[src/rtl/tpsc_pkg.sv]
// shared types, constants and helpers of the tachometer speed regulator
package tpsc_pkg;

  // configuration port geometry
  localparam int unsigned ADDR_W = 5;
  localparam int unsigned DATA_W = 32;
  localparam int unsigned REG_W  = 16;

  // register indexes on the configuration port
  localparam logic [2:0] REG_DESIRED = 3'd0;
  localparam logic [2:0] REG_KP_NUM  = 3'd1;
  localparam logic [2:0] REG_KP_DEN  = 3'd2;
  localparam logic [2:0] REG_KI_NUM  = 3'd3;
  localparam logic [2:0] REG_KI_DEN  = 3'd4;

  // request operation codes
  localparam logic OP_CAPTURE = 1'b0;
  localparam logic OP_TICK    = 1'b1;

  // measurement and clamp constants
  localparam int unsigned STAMP_W     = 24;
  localparam int unsigned SPEED_W     = 10;
  localparam int unsigned TICK_W      = 2;
  localparam logic [TICK_W-1:0] STALL_TICKS = 2'd3;
  localparam logic [STAMP_W-1:0] STAMP_RESET = 24'hFF_FFFF;
  localparam logic [STAMP_W-1:0] MIN_PERIOD  = 24'd200000;
  localparam logic [31:0] SPEED_SCALE = 32'd200000000;
  localparam logic [15:0] DUTY_MAX    = 16'd39990;

  // shared divider geometry
  localparam int unsigned DIVD_W    = 32;
  localparam int unsigned DIVS_W    = 24;
  localparam int unsigned DIV_CNT_W = $clog2(DIVD_W);

  // configuration register set
  typedef struct packed {
    logic [REG_W-1:0] desired_speed;
    logic [REG_W-1:0] kp_num;
    logic [REG_W-1:0] kp_den;
    logic [REG_W-1:0] ki_num;
    logic [REG_W-1:0] ki_den;
  } cfg_t;

  // divider start request
  typedef struct packed {
    logic              start;
    logic [DIVD_W-1:0] dividend;
    logic [DIVS_W-1:0] divisor;
  } div_req_t;

  // divider status
  typedef struct packed {
    logic busy;
    logic done;
  } div_stat_t;

  // sequencer states
  typedef enum logic [6:0] {
    ST_IDLE   = 7'b0000001,
    ST_SPEED  = 7'b0000010,
    ST_MUL_P  = 7'b0000100,
    ST_DIV_P  = 7'b0001000,
    ST_MUL_I  = 7'b0010000,
    ST_DIV_I  = 7'b0100000,
    ST_FINISH = 7'b1000000
  } state_e;

  // clamp a signed sum into the duty range
  function automatic logic [15:0] clamp_duty(logic signed [33:0] v);
    logic [15:0] r;
    if (v[33]) begin
      r = 16'd0;
    end else if (v > $signed({18'd0, DUTY_MAX})) begin
      r = DUTY_MAX;
    end else begin
      r = v[15:0];
    end
    return r;
  endfunction

  // a zero denominator acts as one
  function automatic logic [DIVS_W-1:0] fix_den(logic [REG_W-1:0] d);
    logic [DIVS_W-1:0] r;
    if (d == '0) begin
      r = DIVS_W'(1);
    end else begin
      r = {{(DIVS_W-REG_W){1'b0}}, d};
    end
    return r;
  endfunction

endpackage

[src/rtl/tpsc_regs.sv]
// configuration register file behind the apb-style port
module tpsc_regs
  import tpsc_pkg::*;
(
  input  logic              clk_i,
  input  logic              rst_ni,
  input  logic              psel,
  input  logic              penable,
  input  logic              pwrite,
  input  logic [ADDR_W-1:0] paddr,
  input  logic [DATA_W-1:0] pwdata,
  output logic [DATA_W-1:0] prdata,
  output logic              pready,
  output cfg_t              cfg_o
);

  cfg_t       cfg_q;
  logic       wr_en;
  logic [2:0] idx;

  assign pready = 1'b1;
  assign idx    = paddr[ADDR_W-1:2];
  assign wr_en  = psel & penable & pwrite;

  // register writes, upper data bits ignored
  always_ff @(posedge clk_i or negedge rst_ni) begin
    if (!rst_ni) begin
      cfg_q.desired_speed <= '0;
      cfg_q.kp_num        <= '0;
      cfg_q.kp_den        <= REG_W'(1);
      cfg_q.ki_num        <= '0;
      cfg_q.ki_den        <= REG_W'(1);
    end else if (wr_en) begin
      case (idx)
        REG_DESIRED: cfg_q.desired_speed <= pwdata[REG_W-1:0];
        REG_KP_NUM:  cfg_q.kp_num        <= pwdata[REG_W-1:0];
        REG_KP_DEN:  cfg_q.kp_den        <= pwdata[REG_W-1:0];
        REG_KI_NUM:  cfg_q.ki_num        <= pwdata[REG_W-1:0];
        REG_KI_DEN:  cfg_q.ki_den        <= pwdata[REG_W-1:0];
        default: ;
      endcase
    end
  end

  // read mux
  always_comb begin
    case (idx)
      REG_DESIRED: prdata = {{(DATA_W-REG_W){1'b0}}, cfg_q.desired_speed};
      REG_KP_NUM:  prdata = {{(DATA_W-REG_W){1'b0}}, cfg_q.kp_num};
      REG_KP_DEN:  prdata = {{(DATA_W-REG_W){1'b0}}, cfg_q.kp_den};
      REG_KI_NUM:  prdata = {{(DATA_W-REG_W){1'b0}}, cfg_q.ki_num};
      REG_KI_DEN:  prdata = {{(DATA_W-REG_W){1'b0}}, cfg_q.ki_den};
      default:     prdata = '0;
    endcase
  end

  assign cfg_o = cfg_q;

endmodule

[src/rtl/tpsc_div.sv]
// shared restoring divider, one quotient bit per cycle
module tpsc_div
  import tpsc_pkg::*;
(
  input  logic              clk_i,
  input  logic              rst_ni,
  input  div_req_t          req_i,
  output div_stat_t         stat_o,
  output logic [DIVD_W-1:0] quot_o
);

  logic [DIVS_W-1:0]    rem_q, rem_d;
  logic [DIVD_W-1:0]    quot_q;
  logic [DIVS_W-1:0]    dvs_q;
  logic [DIV_CNT_W-1:0] cnt_q;
  logic                 busy_q, done_q;
  logic [DIVS_W:0]      trial, diff;
  logic                 qbit;

  // one trial subtraction per step
  assign trial = {rem_q, quot_q[DIVD_W-1]};
  assign diff  = trial - {1'b0, dvs_q};
  assign qbit  = (trial >= {1'b0, dvs_q});
  assign rem_d = qbit ? diff[DIVS_W-1:0] : trial[DIVS_W-1:0];

  // step counter and status
  always_ff @(posedge clk_i or negedge rst_ni) begin
    if (!rst_ni) begin
      busy_q <= 1'b0;
      done_q <= 1'b0;
      cnt_q  <= '0;
    end else begin
      done_q <= 1'b0;
      if (req_i.start) begin
        busy_q <= 1'b1;
        cnt_q  <= '0;
      end else if (busy_q) begin
        cnt_q <= cnt_q + 1'b1;
        if (cnt_q == DIV_CNT_W'(DIVD_W - 1)) begin
          busy_q <= 1'b0;
          done_q <= 1'b1;
        end
      end
    end
  end

  // remainder and quotient shift register
  always_ff @(posedge clk_i) begin
    if (req_i.start) begin
      rem_q  <= '0;
      quot_q <= req_i.dividend;
      dvs_q  <= req_i.divisor;
    end else if (busy_q) begin
      rem_q  <= rem_d;
      quot_q <= {quot_q[DIVD_W-2:0], qbit};
    end
  end

  assign stat_o.busy = busy_q;
  assign stat_o.done = done_q;
  assign quot_o      = quot_q;

endmodule

[src/rtl/tach_pi_speed_controller_core.sv]
// tachometer speed measurement and pi regulator, top level with sequencer
// a capture only runs a divider pass when the speed is recomputed
// a tick runs two divider passes (32 steps and a done flag each), a multiply step before each
// and a final sum step
// no new request is taken until the current one is done; a tick also waits for a pending result
// reset (async, active low) restores the register defaults, clears the state, last stamp all ones
module tach_pi_speed_controller_core
  import tpsc_pkg::*;
(
  input  logic               clk_i,
  input  logic               rst_ni,
  input  logic               psel,
  input  logic               penable,
  input  logic               pwrite,
  input  logic [ADDR_W-1:0]  paddr,
  input  logic [DATA_W-1:0]  pwdata,
  output logic [DATA_W-1:0]  prdata,
  output logic               pready,
  input  logic               in_valid_i,
  output logic               in_ready_o,
  input  logic               operation_i,
  input  logic [STAMP_W-1:0] capture_time_i,
  output logic               out_valid_o,
  input  logic               out_ready_i,
  output logic [15:0]        duty_o,
  output logic signed [32:0] prop_term_o,
  output logic [15:0]        integral_term_o,
  output logic [SPEED_W-1:0] measured_speed_o
);

  cfg_t              cfg;
  div_req_t          div_req;
  div_stat_t         div_stat;
  logic [DIVD_W-1:0] quot;

  state_e              state_q, state_d;
  logic [STAMP_W-1:0]  last_q, last_d;
  logic [SPEED_W-1:0]  speed_q, speed_d;
  logic [TICK_W-1:0]   ticks_q, ticks_d;
  logic [15:0]         acc_q, acc_d;
  logic                out_valid_q, out_valid_d;
  logic signed [16:0]  err_q, err_d;
  logic                neg_q;
  logic signed [32:0]  up_q, up_d;
  logic [15:0]         duty_q, int_q;
  logic signed [32:0]  prop_q;
  logic [SPEED_W-1:0]  mspd_q;

  logic                accept, out_free, load_out;
  logic [STAMP_W-1:0]  period;
  logic [TICK_W-1:0]   ticks_inc;
  logic [SPEED_W-1:0]  speed_tick;
  logic [15:0]         gain;
  logic signed [33:0]  prod;
  logic [33:0]         prod_mag;
  logic signed [32:0]  scaled;
  logic signed [33:0]  sum_i, sum_u;

  tpsc_regs u_regs (
    .clk_i   (clk_i),
    .rst_ni  (rst_ni),
    .psel    (psel),
    .penable (penable),
    .pwrite  (pwrite),
    .paddr   (paddr),
    .pwdata  (pwdata),
    .prdata  (prdata),
    .pready  (pready),
    .cfg_o   (cfg)
  );

  tpsc_div u_div (
    .clk_i  (clk_i),
    .rst_ni (rst_ni),
    .req_i  (div_req),
    .stat_o (div_stat),
    .quot_o (quot)
  );

  assign in_ready_o = (state_q == ST_IDLE);
  assign accept     = in_valid_i & in_ready_o;
  assign out_free   = !out_valid_q || out_ready_i;

  // period since the last edge, modulo the timer width
  assign period = last_q - capture_time_i;

  // tick count and stall detection
  assign ticks_inc  = (ticks_q < STALL_TICKS) ? ticks_q + 1'b1 : ticks_q;
  assign speed_tick = (ticks_inc >= STALL_TICKS) ? '0 : speed_q;

  // shared gain multiplier, magnitude goes to the divider
  assign gain     = (state_q == ST_MUL_I) ? cfg.ki_num : cfg.kp_num;
  assign prod     = $signed({1'b0, gain}) * err_q;
  assign prod_mag = prod[33] ? 34'(-prod) : prod;

  // signed quotient of the last division
  assign scaled = neg_q ? -$signed({1'b0, quot}) : $signed({1'b0, quot});

  assign sum_i = $signed({18'd0, acc_q}) + {scaled[32], scaled};
  assign sum_u = {up_q[32], up_q} + $signed({18'd0, acc_q});

  // sequencer
  always_comb begin
    state_d          = state_q;
    last_d           = last_q;
    speed_d          = speed_q;
    ticks_d          = ticks_q;
    acc_d            = acc_q;
    err_d            = err_q;
    up_d             = up_q;
    out_valid_d      = out_valid_q;
    load_out         = 1'b0;
    div_req.start    = 1'b0;
    div_req.dividend = prod_mag[DIVD_W-1:0];
    div_req.divisor  = fix_den(cfg.kp_den);

    if (out_valid_q && out_ready_i) begin
      out_valid_d = 1'b0;
    end

    case (state_q)
      ST_IDLE: begin
        if (accept) begin
          if (operation_i == OP_CAPTURE) begin
            last_d  = capture_time_i;
            ticks_d = '0;
            if ((ticks_q < STALL_TICKS) && (period > MIN_PERIOD)) begin
              div_req.start    = 1'b1;
              div_req.dividend = SPEED_SCALE;
              div_req.divisor  = period;
              state_d          = ST_SPEED;
            end
          end else begin
            ticks_d = ticks_inc;
            speed_d = speed_tick;
            err_d   = $signed({1'b0, cfg.desired_speed}) -
                      $signed({7'd0, speed_tick});
            state_d = ST_MUL_P;
          end
        end
      end
      ST_SPEED: begin
        if (div_stat.done) begin
          speed_d = quot[SPEED_W-1:0];
          state_d = ST_IDLE;
        end
      end
      ST_MUL_P: begin
        div_req.start = 1'b1;
        state_d       = ST_DIV_P;
      end
      ST_DIV_P: begin
        if (div_stat.done) begin
          up_d    = scaled;
          state_d = ST_MUL_I;
        end
      end
      ST_MUL_I: begin
        div_req.start   = 1'b1;
        div_req.divisor = fix_den(cfg.ki_den);
        state_d         = ST_DIV_I;
      end
      ST_DIV_I: begin
        if (div_stat.done) begin
          acc_d   = clamp_duty(sum_i);
          state_d = ST_FINISH;
        end
      end
      ST_FINISH: begin
        if (out_free) begin
          load_out    = 1'b1;
          out_valid_d = 1'b1;
          state_d     = ST_IDLE;
        end
      end
      default: begin
        state_d = ST_IDLE;
      end
    endcase
  end

  // control state
  always_ff @(posedge clk_i or negedge rst_ni) begin
    if (!rst_ni) begin
      state_q     <= ST_IDLE;
      last_q      <= STAMP_RESET;
      speed_q     <= '0;
      ticks_q     <= '0;
      acc_q       <= '0;
      out_valid_q <= 1'b0;
    end else begin
      state_q     <= state_d;
      last_q      <= last_d;
      speed_q     <= speed_d;
      ticks_q     <= ticks_d;
      acc_q       <= acc_d;
      out_valid_q <= out_valid_d;
    end
  end

  // working values and result register
  always_ff @(posedge clk_i) begin
    err_q <= err_d;
    up_q  <= up_d;
    if ((state_q == ST_MUL_P) || (state_q == ST_MUL_I)) begin
      neg_q <= prod[33];
    end
    if (load_out) begin
      duty_q <= clamp_duty(sum_u);
      prop_q <= up_q;
      int_q  <= acc_q;
      mspd_q <= speed_q;
    end
  end

  assign out_valid_o      = out_valid_q;
  assign duty_o           = duty_q;
  assign prop_term_o      = prop_q;
  assign integral_term_o  = int_q;
  assign measured_speed_o = mspd_q;

  // divider is only started when free
  a_div_free: assert property (@(posedge clk_i) disable iff (!rst_ni)
    div_req.start |-> !div_stat.busy)
    else $error("divider started while busy");

  // a tick request moves on to the proportional multiply
  a_tick_seq: assert property (@(posedge clk_i) disable iff (!rst_ni)
    (accept && (operation_i == OP_TICK)) |=> (state_q == ST_MUL_P))
    else $error("tick request did not start the controller step");

  // clamped values stay in range
  a_range: assert property (@(posedge clk_i) disable iff (!rst_ni)
    out_valid_o |-> ((duty_o <= DUTY_MAX) && (integral_term_o <= DUTY_MAX)))
    else $error("result outside duty range");

  // measured speed stays below one thousand
  a_speed: assert property (@(posedge clk_i) disable iff (!rst_ni)
    speed_q < SPEED_W'(1000))
    else $error("measured speed out of range");

  // a finished result is never overwritten before it is taken
  a_hold: assert property (@(posedge clk_i) disable iff (!rst_ni)
    (out_valid_o && !out_ready_i) |-> !load_out)
    else $error("pending result overwritten");

endmodule
[config.mk]
export PLATFORM = sky130hd
export DESIGN_NAME = tach_pi_speed_controller_core
export DESIGN_NICKNAME = d
export VERILOG_FILES = /design/src/rtl/tpsc_pkg.sv /design/src/rtl/tpsc_regs.sv /design/src/rtl/tpsc_div.sv /design/src/rtl/tach_pi_speed_controller_core.sv
export SDC_FILE = /design/constraint.sdc
export NUM_CORES = 1
export LEC_CHECK = 0
export BUFFER_PORTS_ARGS = -buffer_cell sky130_fd_sc_hd__buf_4
export CAP_MARGIN = 30
export CORE_AREA = 2 2 268 270
export DETAILED_ROUTE_END_ITERATION = 16
export DIE_AREA = 0 0 270 272
export PLACE_DENSITY = 0.64
export RECOVER_POWER = 100
export SYNTH_ARGS = -nofsm -noshare
export SYNTH_HDL_FRONTEND = slang
export SYNTH_SLANG_ARGS = --single-unit
[constraint.sdc]
create_clock -name clk_i -period 12.25 [get_ports clk_i]
set_clock_uncertainty 0.05 [all_clocks]
set_input_delay 1.8375 -clock clk_i [delete_from_list [all_inputs] [get_ports clk_i]]
set_output_delay 1.8375 -clock clk_i [all_outputs]
set_load 0.02 [all_outputs]
==> results of run 1 <==
per-layer routing:
metal | track usage | routed length [um] | vias to the layer above
met5 | 0 | 28 | -
met4 | 0.0496 | 1450 | 4
met3 | 0.0333 | 4370 | 94
met2 | 0.362 | 37400 | 610
met1 | 0.302 | 37000 | 12000
li1 | - | - | 11700
metrics by stage:
| step | utilization | instances | setup slack (ps) | area [um^2] |
|---|---|---|---|---|
| finish | 0.484 | 4409 | 1710 | 34300 |
| global route | 0.484 | 4408 | 1100 | 34300 |
| CTS | 0.490 | 4404 | 2080 | 34700 |
| detailed placement | 0.473 | 4332 | 2110 | 33400 |
| global placement | 0.472 | 4328 | 2210 | 33400 |
| floorplan | - | 3357 | 3950 | 31500 |
logic make-up after synthesis:
kind of cell,count (synthesis)
XOR/XNOR,154
flip-flops,353
AO/OA/AOI/OAI,670
multiplexers,133
buffers and inverters,574
AND/OR/NAND/NOR,1021
adder cells (fa/ha/maj),435
other,2
cell type report:
| type | count | area (um^2) |
|---|---|---|
| Timing Repair Buffer | 172 | 893 |
| Multi-Input combinational cell | 2430 | 19600 |
| Clock inverter | 16 | 169 |
| Fill cell | 6809 | 36500 |
| Tap cell | 950 | 1190 |
| Antenna cell | 1 | 2.50 |
| Inverter | 431 | 1620 |
| Sequential cell | 353 | 9660 |
| Clock buffer | 56 | 1100 |
state kept, by name, indices dropped and copies added, names as in the netlist, 2 cells and up:
signal and flops:
u_regs.cfg_o 80, prop_term_o 33, up_q 33, u_div.quot_o 32, last_q 24, u_div.dvs_q 24
u_div.rem_q 24, err_q 17, acc_q 16, duty_o 16, integral_term_o 16, measured_speed_o 10
speed_q 10, state_q 7, u_div.cnt_q 5, ticks_q 2
final timing paths:
check / slack (ps) / end / cells after the start
max in group asynchronous: 3850 / u_regs.cfg_o[38] / 3
min in group asynchronous: 2860 / acc_q[9] / 1
max: 1710 / u_div.quot_o[30] / 26
min: 420 / prop_term_o[12] / 0
max reg2reg: 1710 / u_div.quot_o[30] / 26
min reg2reg: 420 / prop_term_o[12] / 0
synthesized netlist by cell type (all sizes together), types with 44 or more instances:
master / instances / share of area
inv: 428 / 0.051
nand2: 299 / 0.036
ha: 221 / 0.088
fa: 214 / 0.14
nor2: 203 / 0.024
edfxtp: 182 / 0.17
and2: 180 / 0.036
a21oi: 146 / 0.023
o21ai: 130 / 0.021
dfrtp: 120 / 0.095
clkbuf: 118 / 0.014
xnor2: 105 / 0.029
mux2: 89 / 0.032
nor3: 61 / 0.0097
xor2: 49 / 0.014
mux2i: 44 / 0.014
==> impl_metrics.yaml, run 1 <==
clocking:
  numClockSinks: 353
  cts_setup_buffers: 0
  cts_max_level: 2
  numCtsBuffers: 39
  cts_buffer_depth: 3
  cts_tree: "done"
  ctsHoldBuffers: 0
  clkTransAtPathRegs_ps: 60
  cts_resized: 0
  clock_tree.root_cell: "clkbuf_16"
  clock_latency_ps: 590
job:
  maxCapViolations: 10
die:
  dieArea_mm2: 0.0734
  coreArea_mm2: 0.0708
  num_io_pins: 179
  rows: 98
  die_w_um: 270
  initial_core_util: 0.445
  die_h_um: 272
place:
  gp_congestion: 0.903
  portBuffers: 143
  hpwl_mm: 61.1
critical_path:
  cp-end-kind: "flop"
  r2r_start: "state_q[3]"
  crit_slowest_cell: "nor2_1"
  crit_type: "flop to flop"
  worst-path-buf-inv: 3
  slowest_delay_ps: 1110
  crit_path_frequent_cell: "fa_1"
  critPathRequiredTime_ps: 12370
  crit_family: "adder cells"
  worstPathArrival_ps: 10660
  critPathLaunch: "state_q[3]"
  critPathMaxFanout: 17
  cp-start-kind: "flop"
synthesis:
  netlist_area_mm2: 0.0315
  syn_area_per_cell_um2: 9.41
  async_flop_share: 0.416
  synthMuxAreaShare: 0.0459
  yosys.area_share.simple: 0.165
  synth_compound_area_frac: 0.144
  synth_xor_area_frac: 0.0429
  synth_edf_count: 182
  ys.warnings.count: 0
  synth_cell_types: 91
  ys_ff_latch: 353
  synth_fa_ha_area_frac: 0.224
  ys.flop_type: "edfxtp_1"
  synth_top_family_by_area: "adder cells"
  syn_inst: 3342
  synth_seq_area_share: 0.307
detailed_routing:
  first_iter_violations: 1736
  vias: 24400
  via_per_inst: 5.54
  routedWlPerCell_um: 18.2
  drc: 0
  routed_wl_mm: 80.3
  drt_first_pass_iters: 5
  ant_nets: 0
sta:
  rsz0062_at_grt: "false"
  tightest_slew_ps: 4560
  slew_headroom: -2.04
  tns_ps: 0
  whs_ps: 417
  hold_viol_final: 0
  clock.fmax_ghz: 0.0949
  fin_crit_sh: 0.860
  slew_violations: 485
  fin_crit_ps: 10540
  setup_viol: 0
outcome:
  status: "finished with violations"
  violations: "capacitance limit, slew limit"
final_layout:
  final_net_count: 3931
  final_cell_mix: "428 x inv_1, 299 x nand2_1, 221 x ha_1"
  drive_gt1_frac: 0.0804
  layout_commonest_cell: "inv_1"
  area_growth_pct: 8.91
worst_hold_path:
  worstHoldStart: "up_q[12]"
  hold_class: "flop to flop"
grt:
  grt_pass1_wl_mm: 130
  grt.total_usage: 0.218
  antenna_found_initial: 8
  grt_pass1_vias: 24000
  overflow: 0
  grt_max_degree: 88
Power of run 1 is left out: the tool's default activity adds up to more than one toggle a clock period on the data nets, which glitch-free logic cannot reach.
==> inputs of run 2 (changes only) <==
--- a/config.mk
+++ b/config.mk
@@ -5,12 +5,15 @@
 export SDC_FILE = /design/constraint.sdc
 export NUM_CORES = 1
 export LEC_CHECK = 0
+export ABC_AREA = 1
 export BUFFER_PORTS_ARGS = -buffer_cell sky130_fd_sc_hd__buf_4
 export CAP_MARGIN = 30
-export CORE_AREA = 2 2 268 270
+export CORE_AREA = 2 2 270 272
+export CTS_BUF_LIST = sky130_fd_sc_hd__clkbuf_16
 export DETAILED_ROUTE_END_ITERATION = 16
-export DIE_AREA = 0 0 270 272
-export PLACE_DENSITY = 0.64
+export DIE_AREA = 0 0 272 274
+export MAX_ROUTING_LAYER = met4
+export PLACE_DENSITY = 0.65
 export RECOVER_POWER = 100
 export SYNTH_ARGS = -nofsm -noshare
 export SYNTH_HDL_FRONTEND = slang
==> run 2 against run 1 <==
The run still ends with capacitance limit, slew limit left; core utilization up 0.075 points; hold slack worse by 0.82 ps; via count up 13%; clock-buffer cell count down 13; register-to-register slack better by 40 ps.
==> impl_metrics.yaml, run 2 <==
synthesis:
  synth_most_common_cell: "nand2_1"
  synth_seq_area_share: 0.301
  synth_top_area_cell: "edfxtp_1"
  syn_area_per_cell_um2: 7.70
  ys.flop_type: "edfxtp_1"
  synth_edf_count: 182
  ys_ff_latch: 353
  async_flop_share: 0.416
  synth_top_cell_area_share: 0.171
  ys_top_cells_by_area: "edfxtp_1 17%, fa_1 13%, nand2_1 12%"
  synth_cell_types: 60
  syn_inst: 4162
  netlist_area_mm2: 0.0320
  ys.warnings.count: 0
  synth_commonest_cells: "993 x nand2_1, 693 x inv_1, 452 x nor2_1"
critical_path:
  crit_type: "flop to flop"
  cp-end-kind: "flop"
  crit_slowest_cell: "clkinv_1"
  critPathRequiredTime_ps: 12390
  rr_worst_depth: 31
  critPathMaxFanout: 34
  slowest_delay_ps: 880
  worstPathArrival_ps: 10640
  cp-start-kind: "flop"
  crit_path_frequent_cell: "nand2_1"
grt:
  grt_max_degree: 73
  grt_pass1_wl_mm: 142
  grt_pass1_vias: 27300
  antenna_found_initial: 2
  grt.total_usage: 0.245
  overflow: 0
place:
  hpwl_mm: 69.2
  dpl.cell_count: 5191
  portBuffers: 143
  gp_congestion: 0.937
final_layout:
  multi_input_area_mm2: 0.0192
  area_growth_pct: 8.90
  seq_area_mm2: 0.00966
  nFillCells: 7256
  final_net_count: 4782
  final_cell_mix: "1003 x nand2_1, 705 x inv_1, 456 x nor2_1"
  fin_cells: 5271
  drive_gt1_frac: 0.0489
  largest_reg_flops: 80
  fin_util: 0.485
  layout_commonest_cell: "nand2_1"
clocking:
  clock_tree.root_cell: "clkbuf_16"
  ctsHoldBuffers: 0
  numClockSinks: 353
  clock_latency_ps: 580
  cts_tree: "done"
  cts_resized: 0
  cts_buffer_depth: 3
  cts_max_level: 2
  numCtsBuffers: 42
  cts_setup_buffers: 0
  clkTransAtPathRegs_ps: 70
die:
  num_io_pins: 179
  rows: 99
  dieArea_mm2: 0.0745
  die_w_um: 272
  coreArea_mm2: 0.0720
  die_h_um: 274
  initial_core_util: 0.445
detailed_routing:
  routedWlPerCell_um: 16.6
  drc: 0
  routed_wl_mm: 87.5
  ant_nets: 0
  first_iter_violations: 1883
  via_per_inst: 5.24
  drt_first_pass_iters: 5
  vias: 27600
sta:
  slew_headroom: -1.47
  fin_crit_ps: 10500
  hold_viol_final: 0
  tns_ps: 0
  tightest_slew_ps: 3710
  setup_viol: 0
  clock.fmax_ghz: 0.0952
  slew_violations: 456
  rsz0062_at_grt: "false"
  fin_crit_sh: 0.857
worst_hold_path:
  hold_class: "flop to flop"
  hold_depth: 0
outcome:
  violations: "capacitance limit, slew limit"
  status: "finished with violations"
job:
  maxCapViolations: 11
-- run 2: cell types whose count changed after synthesis, sizes merged, moves of 89 or more --
cell / before / now
nand2: 299 / 1021
inv: 428 / 702
nor2: 203 / 476
and2: 180 / 2
nand3: 43 / 201
o21ai: 130 / 250
mux2: 89 / 0
-- run 2: metal layers --
layer | up-vias | global-route usage | routed length [um]
li1 | 13500 | - | -
met1 | 13200 | 0.316 | 38600
met2 | 770 | 0.407 | 41400
met3 | 151 | 0.0305 | 5100
met4 | 0 | 0.0690 | 2470
met5 | - | - | 0
-- run 2: kinds of logic (layout without fill, tap and decap cells) --
family          count (synthesis)  in the layout  synth area share
simple gates                 1855           1855             0.245
buf+inv                       824            958             0.100
compound gates                558            558            0.0964
fa+ha+maj                     435            435             0.220
flops                         353            353             0.301
xor+xnor                      135            135            0.0369
other cells                     2             18          0.000234
-- run 2: final timing paths --
path | slack [ps] | end | start
max | 1750 | u_div.quot_o[20] | state_q[0]
max in group asynchronous | 4260 | u_regs.cfg_o[21] | rst_ni
max reg2reg | 1750 | u_div.quot_o[20] | state_q[0]
min in group asynchronous | 2000 | out_valid_o | rst_ni
min reg2reg | 420 | prop_term_o[8] | up_q[8]
min | 420 | prop_term_o[8] | up_q[8]
-- run 2: final cells by class --
type	count	share of cell area
multi-input combinational	3000	0.549
timing repair buffer	167	0.0239
clock buffer	43	0.0308
sequential	353	0.277
clock inverter	34	0.00828
inverter	714	0.0768
antenna	1	0.0000717
tap	959	0.0344
-- run 2: worst max-delay path: cells and delay by family (launching register included) --
kind,cells,cell delay (ps)
compound gates,7,1900
fa+ha+maj,7,3480
simple gates,10,2020
buf+inv,7,2120
flops,1,530
-- run 2: metrics by stage --
step,setup WS [ps],hold WS [ps],cell area [um^2]
after detailed placement,2230,400,34100
after floorplan,4960,375,32100
final,1750,416,34900
after CTS,2200,417,35400
after global routing,1010,428,34900
after global placement,2320,401,34100
Power of run 2 is left out for the same reason.
